`src/sv/hptvm_pkg.sv`:
```
// Shared types and default configuration of the page-table walker.
`timescale 1ns / 1ps
`default_nettype none
package hptvm_pkg;

    localparam int OFFSET_BITS_DEF = 4;
    localparam int LEVELS_DEF      = 3;
    localparam int VADDR_BITS_DEF  = 16;
    localparam int FRAME_COUNT_DEF = 64;
    localparam int WORD_BITS_DEF   = 32;

    typedef struct packed {
        logic               req_type;
        logic [31:0]        virtual_address;
        logic signed [31:0] write_data;
    } t_req;

    typedef struct packed {
        logic signed [31:0] read_data;
        logic               success;
    } t_result;

endpackage
`default_nettype wire

```
`src/sv/hptvm_ctrl.sv`:
```
// Sequencer: table walk, fault handling tree scans, swap traffic and clearing pass.
`timescale 1ns / 1ps
`default_nettype none
module hptvm_ctrl #(
    parameter int OFFSET_BITS = hptvm_pkg::OFFSET_BITS_DEF,
    parameter int LEVELS      = hptvm_pkg::LEVELS_DEF,
    parameter int VADDR_BITS  = hptvm_pkg::VADDR_BITS_DEF,
    parameter int FRAME_COUNT = hptvm_pkg::FRAME_COUNT_DEF,
    parameter int WORD_BITS   = hptvm_pkg::WORD_BITS_DEF,
    localparam int FB = $clog2(FRAME_COUNT),
    localparam int MA = FB + OFFSET_BITS,
    localparam int NP = LEVELS * OFFSET_BITS,
    localparam int SA = NP + OFFSET_BITS
) (
    input  wire logic                 i_clk,
    input  wire logic                 i_rst_n,
    input  wire logic                 i_req_valid,
    output logic                      o_req_ready,
    input  wire hptvm_pkg::t_req      i_req,
    output logic                      o_res_valid,
    input  wire logic                 i_res_ready,
    output hptvm_pkg::t_result        o_res,
    output logic                      o_pm_we,
    output logic [MA-1:0]             o_pm_waddr,
    output logic [WORD_BITS-1:0]      o_pm_wdata,
    output logic                      o_pm_re,
    output logic [MA-1:0]             o_pm_raddr,
    input  wire logic [WORD_BITS-1:0] i_pm_rdata,
    output logic                      o_sw_we,
    output logic [SA-1:0]             o_sw_waddr,
    output logic [WORD_BITS-1:0]      o_sw_wdata,
    output logic                      o_sw_re,
    output logic [SA-1:0]             o_sw_raddr,
    input  wire logic [WORD_BITS-1:0] i_sw_rdata,
    output logic                      o_sv_we,
    output logic [NP-1:0]             o_sv_waddr,
    output logic                      o_sv_wdata,
    output logic                      o_sv_re,
    output logic [NP-1:0]             o_sv_raddr,
    input  wire logic                 i_sv_rdata
);

    localparam int DB        = (LEVELS > 1) ? $clog2(LEVELS) : 1;
    localparam int CLR       = (MA > NP) ? MA : NP;
    localparam int MEM_WORDS = FRAME_COUNT * (1 << OFFSET_BITS);

    typedef enum logic [20:0] {
        S_INIT    = 21'h000001,
        S_IDLE    = 21'h000002,
        S_WALK_RD = 21'h000004,
        S_WALK_EV = 21'h000008,
        S_SCAN_RD = 21'h000010,
        S_SCAN_EV = 21'h000020,
        S_EMP_RD  = 21'h000040,
        S_EMP_EV  = 21'h000080,
        S_ADV     = 21'h000100,
        S_ZERO    = 21'h000200,
        S_SAVE_RD = 21'h000400,
        S_SAVE_WR = 21'h000800,
        S_UNLINK  = 21'h001000,
        S_SWV_RD  = 21'h002000,
        S_SWV_EV  = 21'h004000,
        S_REST_RD = 21'h008000,
        S_REST_WR = 21'h010000,
        S_LINK    = 21'h020000,
        S_ACC     = 21'h040000,
        S_ACC_EV  = 21'h080000,
        S_FIN     = 21'h100000
    } t_state;

    typedef enum logic [1:0] {
        M_TAKE = 2'd0,
        M_MAX  = 2'd1,
        M_VICT = 2'd2
    } t_mode;

    t_state r_state, n_state;
    t_mode  r_mode, n_mode;
    logic [CLR-1:0] r_clr, n_clr;
    logic r_is_wr, n_is_wr;
    logic [31:0] r_va, n_va;
    logic signed [31:0] r_wd, n_wd;
    logic [DB-1:0] r_lv, n_lv;
    logic [FB-1:0] r_cur, n_cur;
    logic [FB-1:0] r_path [LEVELS];
    logic [FB-1:0] n_path [LEVELS];
    logic [DB-1:0] r_dep, n_dep;
    logic [FB-1:0] r_sf [LEVELS];
    logic [FB-1:0] n_sf [LEVELS];
    logic [OFFSET_BITS-1:0] r_si [LEVELS];
    logic [OFFSET_BITS-1:0] n_si [LEVELS];
    logic [FB-1:0] r_e, n_e;
    logic [OFFSET_BITS-1:0] r_j, n_j;
    logic [FB-1:0] r_max, n_max;
    logic [FB-1:0] r_f, n_f;
    logic r_evfound, n_evfound;
    logic [NP-1:0] r_evdist, n_evdist;
    logic [NP-1:0] r_evpage, n_evpage;
    logic [FB-1:0] r_evf, n_evf;
    logic [MA-1:0] r_evslot, n_evslot;
    hptvm_pkg::t_result r_res, n_res;

    logic [OFFSET_BITS-1:0] cur_idx;
    logic [NP-1:0] page;
    logic [FB-1:0] entry_f;
    logic entry_nz;
    logic lv_last;
    logic dep_leaf;
    logic [DB-1:0] dep_up;
    logic [MA-1:0] scan_addr;
    logic [NP-1:0] vp;
    logic [NP-1:0] diff, negd, cyc_dist;
    logic [FB:0] f1;
    logic e_on_path;

    function automatic logic [OFFSET_BITS-1:0] lvl_idx(input logic [31:0] va,
                                                      input logic [DB-1:0] lv);
        logic [31:0] t;
        t = va >> (OFFSET_BITS * (LEVELS - int'(lv)));
        return t[OFFSET_BITS-1:0];
    endfunction

    assign cur_idx   = lvl_idx(r_va, r_lv);
    assign page      = NP'(r_va >> OFFSET_BITS);
    assign entry_f   = FB'(i_pm_rdata);
    assign entry_nz  = |i_pm_rdata;
    assign lv_last   = (r_lv == DB'(LEVELS - 1));
    assign dep_leaf  = (r_dep == DB'(LEVELS - 1));
    assign dep_up    = r_dep + 1'b1;
    assign scan_addr = {r_sf[r_dep], r_si[r_dep]};
    assign f1        = {1'b0, r_max} + 1'b1;

    // Page number of the leaf entry under the scan pointer.
    always_comb begin
        vp = '0;
        for (int k = 0; k < LEVELS; k++) begin
            vp = (vp << OFFSET_BITS) | NP'(r_si[k]);
        end
    end

    // Cyclic distance to the requested page.
    assign diff     = page - vp;
    assign negd     = NP'(0) - diff;
    assign cyc_dist = (diff < negd) ? diff : negd;

    always_comb begin
        e_on_path = 1'b0;
        for (int k = 0; k < LEVELS; k++) begin
            if (k < int'(r_lv) && r_path[k] == r_e) begin
                e_on_path = 1'b1;
            end
        end
    end

    always_comb begin
        n_state   = r_state;
        n_mode    = r_mode;
        n_clr     = r_clr;
        n_is_wr   = r_is_wr;
        n_va      = r_va;
        n_wd      = r_wd;
        n_lv      = r_lv;
        n_cur     = r_cur;
        n_path    = r_path;
        n_dep     = r_dep;
        n_sf      = r_sf;
        n_si      = r_si;
        n_e       = r_e;
        n_j       = r_j;
        n_max     = r_max;
        n_f       = r_f;
        n_evfound = r_evfound;
        n_evdist  = r_evdist;
        n_evpage  = r_evpage;
        n_evf     = r_evf;
        n_evslot  = r_evslot;
        n_res     = r_res;
        o_pm_we    = 1'b0;
        o_pm_waddr = '0;
        o_pm_wdata = '0;
        o_pm_re    = 1'b0;
        o_pm_raddr = '0;
        o_sw_we    = 1'b0;
        o_sw_waddr = '0;
        o_sw_wdata = '0;
        o_sw_re    = 1'b0;
        o_sw_raddr = '0;
        o_sv_we    = 1'b0;
        o_sv_waddr = '0;
        o_sv_wdata = 1'b0;
        o_sv_re    = 1'b0;
        o_sv_raddr = '0;

        case (r_state)
            S_INIT: begin
                if ((r_clr >> MA) == '0 && int'(MA'(r_clr)) < MEM_WORDS) begin
                    o_pm_we    = 1'b1;
                    o_pm_waddr = MA'(r_clr);
                end
                if ((r_clr >> NP) == '0) begin
                    o_sv_we    = 1'b1;
                    o_sv_waddr = NP'(r_clr);
                end
                n_clr = r_clr + 1'b1;
                if (&r_clr) begin
                    n_state = S_IDLE;
                end
            end
            S_IDLE: begin
                if (i_req_valid) begin
                    n_is_wr = i_req.req_type;
                    n_va    = i_req.virtual_address;
                    n_wd    = i_req.write_data;
                    n_lv    = '0;
                    n_cur   = '0;
                    if ((i_req.virtual_address >> VADDR_BITS) != '0) begin
                        n_res   = '0;
                        n_state = S_FIN;
                    end else begin
                        n_state = S_WALK_RD;
                    end
                end
            end
            S_WALK_RD: begin
                o_pm_re    = 1'b1;
                o_pm_raddr = {r_cur, cur_idx};
                n_state    = S_WALK_EV;
            end
            S_WALK_EV: begin
                if (entry_nz) begin
                    n_cur = entry_f;
                    if (lv_last) begin
                        n_state = S_ACC;
                    end else begin
                        n_path[r_lv] = entry_f;
                        n_lv         = r_lv + 1'b1;
                        n_state      = S_WALK_RD;
                    end
                end else begin
                    // Fault: look for an unused empty table first.
                    n_dep   = '0;
                    n_sf[0] = '0;
                    n_si[0] = '0;
                    n_max   = '0;
                    n_state = S_SCAN_RD;
                    n_mode  = (LEVELS > 1) ? M_TAKE : M_MAX;
                end
            end
            S_SCAN_RD: begin
                o_pm_re    = 1'b1;
                o_pm_raddr = scan_addr;
                n_state    = S_SCAN_EV;
            end
            S_SCAN_EV: begin
                n_state = S_ADV;
                if (entry_nz) begin
                    case (r_mode)
                        M_TAKE: begin
                            n_e     = entry_f;
                            n_j     = '0;
                            n_state = S_EMP_RD;
                        end
                        M_MAX: begin
                            if (entry_f > r_max) begin
                                n_max = entry_f;
                            end
                            if (!dep_leaf) begin
                                n_dep         = dep_up;
                                n_sf[dep_up]  = entry_f;
                                n_si[dep_up]  = '0;
                                n_state       = S_SCAN_RD;
                            end
                        end
                        M_VICT: begin
                            if (!dep_leaf) begin
                                n_dep         = dep_up;
                                n_sf[dep_up]  = entry_f;
                                n_si[dep_up]  = '0;
                                n_state       = S_SCAN_RD;
                            end else if (!r_evfound || cyc_dist > r_evdist) begin
                                // Strict compare: the first page found wins ties.
                                n_evfound = 1'b1;
                                n_evdist  = cyc_dist;
                                n_evpage  = vp;
                                n_evf     = entry_f;
                                n_evslot  = scan_addr;
                            end
                        end
                        default: begin
                            n_state = S_ADV;
                        end
                    endcase
                end
            end
            S_EMP_RD: begin
                o_pm_re    = 1'b1;
                o_pm_raddr = {r_e, r_j};
                n_state    = S_EMP_EV;
            end
            S_EMP_EV: begin
                if (entry_nz) begin
                    if (int'(r_dep) + 2 < LEVELS) begin
                        n_dep        = dep_up;
                        n_sf[dep_up] = r_e;
                        n_si[dep_up] = '0;
                        n_state      = S_SCAN_RD;
                    end else begin
                        n_state = S_ADV;
                    end
                end else if (&r_j) begin
                    if (e_on_path) begin
                        n_state = S_ADV;
                    end else begin
                        // Unlink the empty table and reuse it as is.
                        o_pm_we    = 1'b1;
                        o_pm_waddr = scan_addr;
                        n_f        = r_e;
                        n_state    = lv_last ? S_SWV_RD : S_LINK;
                    end
                end else begin
                    n_j     = r_j + 1'b1;
                    n_state = S_EMP_RD;
                end
            end
            S_ADV: begin
                if (&r_si[r_dep]) begin
                    if (r_dep != '0) begin
                        n_dep = r_dep - 1'b1;
                    end else begin
                        n_dep   = '0;
                        n_sf[0] = '0;
                        n_si[0] = '0;
                        case (r_mode)
                            M_TAKE: begin
                                n_mode  = M_MAX;
                                n_max   = '0;
                                n_state = S_SCAN_RD;
                            end
                            M_MAX: begin
                                if (f1 < (FB + 1)'(FRAME_COUNT)) begin
                                    n_f = FB'(f1);
                                    n_j = '0;
                                    n_state = lv_last ? S_SWV_RD : S_ZERO;
                                end else begin
                                    n_mode    = M_VICT;
                                    n_evfound = 1'b0;
                                    n_evdist  = '0;
                                    n_state   = S_SCAN_RD;
                                end
                            end
                            M_VICT: begin
                                if (r_evfound) begin
                                    n_f     = r_evf;
                                    n_j     = '0;
                                    n_state = S_SAVE_RD;
                                end else begin
                                    n_res   = '0;
                                    n_state = S_FIN;
                                end
                            end
                            default: begin
                                n_state = S_IDLE;
                            end
                        endcase
                    end
                end else begin
                    n_si[r_dep] = r_si[r_dep] + 1'b1;
                    n_state     = S_SCAN_RD;
                end
            end
            S_ZERO: begin
                o_pm_we    = 1'b1;
                o_pm_waddr = {r_f, r_j};
                n_j        = r_j + 1'b1;
                if (&r_j) begin
                    n_state = lv_last ? S_SWV_RD : S_LINK;
                end
            end
            S_SAVE_RD: begin
                o_pm_re    = 1'b1;
                o_pm_raddr = {r_f, r_j};
                n_state    = S_SAVE_WR;
            end
            S_SAVE_WR: begin
                o_sw_we    = 1'b1;
                o_sw_waddr = {r_evpage, r_j};
                o_sw_wdata = i_pm_rdata;
                n_j        = r_j + 1'b1;
                n_state    = (&r_j) ? S_UNLINK : S_SAVE_RD;
            end
            S_UNLINK: begin
                o_sv_we    = 1'b1;
                o_sv_waddr = r_evpage;
                o_sv_wdata = 1'b1;
                o_pm_we    = 1'b1;
                o_pm_waddr = r_evslot;
                n_j        = '0;
                n_state    = S_ZERO;
            end
            S_SWV_RD: begin
                o_sv_re    = 1'b1;
                o_sv_raddr = page;
                n_state    = S_SWV_EV;
            end
            S_SWV_EV: begin
                n_j     = '0;
                n_state = i_sv_rdata ? S_REST_RD : S_LINK;
            end
            S_REST_RD: begin
                o_sw_re    = 1'b1;
                o_sw_raddr = {page, r_j};
                n_state    = S_REST_WR;
            end
            S_REST_WR: begin
                o_pm_we    = 1'b1;
                o_pm_waddr = {r_f, r_j};
                o_pm_wdata = i_sw_rdata;
                n_j        = r_j + 1'b1;
                n_state    = (&r_j) ? S_LINK : S_REST_RD;
            end
            S_LINK: begin
                o_pm_we    = 1'b1;
                o_pm_waddr = {r_cur, cur_idx};
                o_pm_wdata = WORD_BITS'(r_f);
                n_cur      = r_f;
                if (lv_last) begin
                    n_state = S_ACC;
                end else begin
                    n_path[r_lv] = r_f;
                    n_lv         = r_lv + 1'b1;
                    n_state      = S_WALK_RD;
                end
            end
            S_ACC: begin
                if (r_is_wr) begin
                    o_pm_we    = 1'b1;
                    o_pm_waddr = {r_cur, r_va[OFFSET_BITS-1:0]};
                    o_pm_wdata = WORD_BITS'(r_wd);
                    n_res.read_data = '0;
                    n_res.success   = 1'b1;
                    n_state         = S_FIN;
                end else begin
                    o_pm_re    = 1'b1;
                    o_pm_raddr = {r_cur, r_va[OFFSET_BITS-1:0]};
                    n_state    = S_ACC_EV;
                end
            end
            S_ACC_EV: begin
                n_res.read_data = 32'(signed'(i_pm_rdata));
                n_res.success   = 1'b1;
                n_state         = S_FIN;
            end
            S_FIN: begin
                if (i_res_ready) begin
                    n_state = S_IDLE;
                end
            end
            default: begin
                n_state = S_IDLE;
            end
        endcase
    end

    assign o_req_ready = (r_state == S_IDLE);
    assign o_res_valid = (r_state == S_FIN);
    assign o_res       = r_res;

    always_ff @(posedge i_clk) begin
        if (!i_rst_n) begin
            r_state <= S_INIT;
            r_clr   <= '0;
        end else begin
            r_state <= n_state;
            r_clr   <= n_clr;
        end
        r_mode    <= n_mode;
        r_is_wr   <= n_is_wr;
        r_va      <= n_va;
        r_wd      <= n_wd;
        r_lv      <= n_lv;
        r_cur     <= n_cur;
        r_path    <= n_path;
        r_dep     <= n_dep;
        r_sf      <= n_sf;
        r_si      <= n_si;
        r_e       <= n_e;
        r_j       <= n_j;
        r_max     <= n_max;
        r_f       <= n_f;
        r_evfound <= n_evfound;
        r_evdist  <= n_evdist;
        r_evpage  <= n_evpage;
        r_evf     <= n_evf;
        r_evslot  <= n_evslot;
        r_res     <= n_res;
    end

endmodule
`default_nettype wire

```
`config.mk`:
```
export PLATFORM = sky130hd
export DESIGN_NAME = hptvm_ctrl
export DESIGN_NICKNAME = d
export VERILOG_FILES = /design/src/sv/hptvm_pkg.sv /design/src/sv/hptvm_ctrl.sv
export SDC_FILE = /design/constraint.sdc
export NUM_CORES = 1
export LEC_CHECK = 0
export ABC_AREA = 1
export CAP_MARGIN = 20
export CORE_MARGIN = 8
export CORE_UTILIZATION = 50
export DETAILED_ROUTE_END_ITERATION = 7
export DONT_BUFFER_PORTS = 1
export PLACE_DENSITY = 0.69
export SYNTH_ARGS = -nofsm -noshare
export SYNTH_HDL_FRONTEND = slang
export SYNTH_SLANG_ARGS = --single-unit
```
`constraint.sdc`:
```
create_clock -name i_clk -period 5.15 [get_ports i_clk]
set_input_delay 0.2575 -clock i_clk [delete_from_list [all_inputs] [get_ports i_clk]]
set_output_delay 0.2575 -clock i_clk [all_outputs]
set_load 0.03 [all_outputs]
```
# --- Word level (Yosys, flattened, before mapping) ---
# Cells that the tools add are included.
classes:
  bitwise_logic: 7
  shift: 1
  order_cmp: 14
  n_eq_ne: 67
  n_mux: 175
  n_addsub: 11
  n_reduce_logical: 51
ops:
  columns: ["op", "n"]
  rows:
  - ["21-bit case mux with 21 select lines", 1]
  - ["18-bit 2-to-1 mux", 13]
  - ["33-bit 2-to-1 mux", 7]
  - ["21-bit 2-to-1 mux", 10]
  - ["12-bit 2-to-1 mux", 15]
  - ["6-bit 2-to-1 mux", 22]
  - ["33-bit case mux with 4 select lines", 1]
  - ["32-bit case mux with 3 select lines", 1]
  - ["18-bit bitwise mux", 4]
  - ["12-bit case mux with 2 select lines", 3]
  - ["32-bit 2-to-1 mux", 2]
  - ["21-bit case mux with 3 select lines", 1]
  - ["10-bit 2-to-1 mux", 6]
  - ["4-bit 2-to-1 mux", 15]
  - ["10-bit case mux with 6 select lines", 1]
  - ["2-bit inequality test, second input constant", 25]
  - ["10-bit case mux with 5 select lines", 1]
  - ["19-bit 2-to-1 mux", 2]
  - ["18-bit case mux with 2 select lines", 1]
  - ["6-bit case mux with 3 select lines", 2]
  - ["16-bit 2-to-1 mux", 2]
  - ["8-bit AND reduction", 4]
  - ["32-bit nonzero test", 1]
  - ["32-bit OR reduction", 1]
  - ["95 further kinds", 185]
word_totals:
  elab_cells: 355
  register_bits: 254
  out_inout_bits: 182
  in_bits: 134

# --- Logic depth before layout (Yosys ltp) ---
depth:
  word_depth: 13
  mapped_depth: 36
  mapped_depth_nobuf: 36

# --- Worst setup path after synthesis ---
# OpenSTA, ideal clock, no wires.
synth_timing:
  kind: "register -> register"
  start: "register r_si[0] in the netlist's numbering"
  end: "register r_evf[0] (enable)"
  slack_ps: -323
  setup_time_ps: 413
  synth_period_minus_slack_ps: 5473
  required_ps: 4737
  arrival_ps: 5060
  stages_incl_launch_ff: 29
  path_cell_list: "edfxtp_1 > ha_1 > fa_1 > ha_1 > inv_1 > nor3_1 > nand3_1 > nor3_1 > nand2_1 > ha_1 > inv_1 > nand4_1 > nor2_1 > nand2_2 > nand3_4 > nand2_1 > nand2_1 > inv_1 > ha_1 > nand2_1 > inv_1 > nand3_1 > nor3_1 > nand2_1 > o2111ai_1 > o21ai_0 > nand2_1 > nand3_1 > nor2_1"
synth_between:
  elab_chain_len: 8
synth_rtl:
  columns: ["item", "line_no", "text"]
  rows:
  - ["start, declared", "hptvm_ctrl.sv:90", "logic [OFFSET_BITS-1:0] r_si [LEVELS];"]
  - ["start signal, assigned", "hptvm_ctrl.sv:485", "r_si <= n_si;"]
  - ["12-bit by 4-bit OR with 12-bit output *", "hptvm_ctrl.sv:137", "vp = (vp << OFFSET_BITS) | NP'(r_si[k]);"]
  - ["12-bit subtractor *", "hptvm_ctrl.sv:142", "assign diff = page - vp;"]
  - ["1-bit by 12-bit subtractor with 12-bit output", "hptvm_ctrl.sv:143", "assign negd = NP'(0) - diff;"]
  - ["12-bit less-than comparator", "hptvm_ctrl.sv:144", "assign cyc_dist = (diff < negd) ? diff : negd;"]
  - ["12-bit 2-to-1 mux *", "hptvm_ctrl.sv:144", null]
  - ["net cyc_dist[10]", "hptvm_ctrl.sv:112", "logic [NP-1:0] diff, negd, cyc_dist;"]
  - ["12-bit > comparator *", "hptvm_ctrl.sv:280", "end else if (!r_evfound || cyc_dist > r_evdist) begin"]
  - ["1-bit logical OR *", "hptvm_ctrl.sv:280", null]
  - ["5-bit AND reduction (no source line) *", null, null]
  - ["end signal, assigned", "hptvm_ctrl.sv:493", "r_evf <= n_evf;"]
  - ["end, declared", "hptvm_ctrl.sv:99", "logic [FB-1:0] r_evf, n_evf;"]
# Mark *: on every way through the listed nets, which the timed path passes. The rest lies on a longest branch.
# A chain may end at the register's enable or synchronous reset.

# --- Worst setup path in the final report ---
layout_timing:
  start: "register r_va[8]"
  end: "register r_evdist[7] (enable)"
layout_between:
  elab_chain_len: 8
layout_rtl:
  columns: ["item", "line_no", "text"]
  rows:
  - ["start, declared", "hptvm_ctrl.sv:81", "logic [31:0] r_va, n_va;"]
  - ["start signal, assigned", "hptvm_ctrl.sv:478", "r_va <= n_va;"]
  - ["12-bit subtractor *", "hptvm_ctrl.sv:142", null]
  - ["1-bit by 12-bit subtractor with 12-bit output", "hptvm_ctrl.sv:143", null]
  - ["12-bit less-than comparator", "hptvm_ctrl.sv:144", null]
  - ["12-bit 2-to-1 mux *", "hptvm_ctrl.sv:144", null]
  - ["net cyc_dist[10]", "hptvm_ctrl.sv:112", null]
  - ["12-bit > comparator *", "hptvm_ctrl.sv:280", null]
  - ["1-bit logical OR *", "hptvm_ctrl.sv:280", null]
  - ["2-bit inequality test (no source line) *", null, null]
  - ["9-bit AND reduction (no source line) *", null, null]
  - ["end signal, assigned", "hptvm_ctrl.sv:491", "r_evdist <= n_evdist;"]
  - ["end, declared", "hptvm_ctrl.sv:97", "logic [NP-1:0] r_evdist, n_evdist;"]
# Marks and branches as above.

==> run metrics <==
outcome=completed; syn_area_per_cell=8.43 um2; grt ovf=0; remaining routing DRC violations=0; Slew headroom=0.168; final clock skew=0.0178 ns; mapped cell area=0.0138 mm2; num ports=316; TritonCTS buffer count=27; crit path max fanout=13; number of global-route vias before repair=11.7k; worst endpoint required time=5.41 ns; Sw Share=0.249; total internal power=3.40 mW; NetSw=1.13 mW; Die X=182 um; Tot GR Track Use=0.260; max-cap violations=0; CP Capture Type=flip-flop; ys flop type=edfxtp_1; Final Cycle Share=0.925; Seq/Total Area, Yosys=0.494; final wirelength=45.1 mm; DP Wirelength=34.2 mm; Logic pwr share=0.090; final core occ=0.586; Sequential Power Share=0.485; Die Height=182 um; CP arrival=5.02 ns; first-pass GRT wire length=67.9 mm; core area=0.0275 mm2; hold crit path type=in2reg; I/O Buffers=0; antenna-violating nets left=0; share of layout cells above drive strength 1=0.0869; num rows=61; Crit Path Category=reg2reg; startpoint types=flip-flop; most common cell in the synthesized netlist=nand2_1; Peak supply drop=0.232 mV; Initial Util=0.503; final standard cell area without fillers=0.0161 mm2; min cycle time layout=4.77 ns; Setup-failing EPs final=0; Synth top area share=0.446; setup ws final=0.384 ns; htree depth=1; clock-pin slew on the worst setup and hold paths=0.06 ns; Synth top cells by count=273 x nand2_1, 271 x nor2_1, 261 x inv_1; Worst-Margin Slew=1.24 ns; initial antenna violation count=1; top cells by area, synth=edfxtp_1 45%, nand2_1 7.4%, nor2_1 7.4%, inv_1 7.1%, ha_1 5.1%; CTS Sinks=238; Post-synth ARST share=0; pin count of the biggest net entering global routing=53; GP Congestion=0.946; CTS tree=done; post-synth cell types=57; vias=12.4k; Final Slew Violations=0; top cell type by total area after synthesis=edfxtp_1; Max stage delay cell, worst path=edfxtp_1; Pwr per Cell Area=281 mW/mm2; CTS max path bufs=3; worst skew pair latency=0.55 ns; Placed Area=0.0143 mm2; DIE AREA=0.0332 mm2; number of synthesized register bits=238; routed len/inst=21.4 um; cell mode on critical path=nand2_1; DR iter-0 viols=1402; area grow syn2layout=16.7%; first-pass iteration count of the detailed router=8; Final Total Pwr=4.53 mW; final layout net count=1930; fmax=210 MHz; Clock Tree Root=clkbuf_16; slowest stage delay, CP=0.47 ns; final hold vios=0; number of enable flip-flop cells after synthesis=205; fillcell total=2389; Syn Inst Count=1638; Post-Place Worst Slack=0.173 ns; Clock power frac=0.425; yosys warns=0; Pleak=6.80 nW; drt via density=5.88
==> per-layer routing <==
metal,track usage,wire [um],part of all wire,up-vias
met5,0,0,0,-
met2,0.417,20400,0.45,717
met4,0.0961,1860,0.041,0
met3,0.0656,5050,0.11,111
met1,0.334,17700,0.39,5835
li1,-,-,-,5731
==> through the flow <==
step	setup TNS, ns	instances	hold WS [ns]
2_1_floorplan	0	1643	0.356
3_3_place_gp	0	1967	0.332
3_5_place_dp	0	1968	0.343
4_1_cts	0	2100	0.0131
5_1_grt	-0.790	2107	0.0339
6_report	0	2107	0.0255
==> state kept, by name, summed over array words and instances, names as in the netlist, 10 cells and up <==
name / count
r_evpage: 12
r_va: 16
r_si: 12
r_clr: 12
o_res: 33
r_evdist: 12
r_state: 21
r_sf: 18
r_wd: 32
r_path: 18
r_evslot: 10
==> power by group through the flow <==
stage / registers [mW] / logic, mW / clock network (mW)
global route: 2.20 / 0.443 / 2.02
CTS: 2.20 / 0.394 / 1.95
finish: 2.20 / 0.406 / 1.93
global placement: 2.24 / 0.332 / 0
floorplan: 2.23 / 0.246 / 0
detailed placement: 2.24 / 0.338 / 0
==> worst max-delay path: cells and delay by family (launching register included) <==
kind                     cells  cell delay (ns)
AO/OA/AOI/OAI                3             0.35
adder cells (fa/ha/maj)      3             1.00
buffers and inverters        5             0.44
flip-flops                   1             0.47
AND/OR/NAND/NOR             21             2.20
==> worst paths after layout <==
check / to / start / cells after the start / slack, ns
min: o_res[31]$_SDFFCE_PN0P_ / i_pm_rdata[30] / 2 / 0.03
max reg2reg: r_evdist[7]$_SDFFCE_PP0P_ / r_va[8]$_DFFE_PP_ / 32 / 0.38
max: r_evdist[7]$_SDFFCE_PP0P_ / r_va[8]$_DFFE_PP_ / 32 / 0.38
min reg2reg: r_evpage[7]$_DFFE_PP_ / r_si[7]$_DFFE_PP_ / 0 / 0.45
==> final cells by class <==
| class | instances | area, um2 | share of cell area |
|---|---|---|---|
| inverter | 280 | 1050 | 0.0652 |
| clock buffer | 36 | 719 | 0.0446 |
| sequential | 238 | 6820 | 0.423 |
| timing repair buffer | 107 | 1030 | 0.0642 |
| tap | 346 | 433 | 0.0269 |
| clock inverter | 14 | 160 | 0.00994 |
| antenna | 1 | 2.50 | 0.000155 |
| multi-input combinational | 1085 | 5900 | 0.366 |
==> layout by cell type (no fill, tap or decap), types with 10 or more instances in the layout <==
master / Yosys / layout
o22ai_1: 19 / 19
nor3_1: 28 / 24
o21ai_0: 91 / 90
clkbuf_16: 0 / 27
a22o_1: 28 / 28
nor4_1: 11 / 10
nand2_2: 17 / 21
nand4_1: 42 / 42
inv_2: 14 / 17
edfxtp_1: 205 / 205
inv_1: 261 / 258
dfxtp_1: 33 / 33
a21oi_1: 54 / 53
buf_4: 0 / 21
dlygate4sd3_1: 0 / 82
nand3_1: 73 / 72
nand2_1: 273 / 268
ha_1: 56 / 52
nor2_1: 271 / 266
o211ai_1: 13 / 13
==> timing repair <==
item / in CTS / in global routing
setup endpoints to repair: 0 / 41
resized for setup: 0 / 24
hold buffers: 82 / 0
endpoints found under the hold margin: 114 / 0
buffers inserted: 0 / 4
==> cells by family (layout without fill, tap and decap cells) <==
family,after synthesis,count (layout),synth area share
xor+xnor,12,12,0.00816
simple gates,748,749,0.238
other cells,1,7,0.000272
fa+ha+maj,57,57,0.0522
buf+inv,321,437,0.0896
compound gates,261,261,0.118
flops,238,238,0.494
No activity file was read; power rests on OpenSTA's default activity.
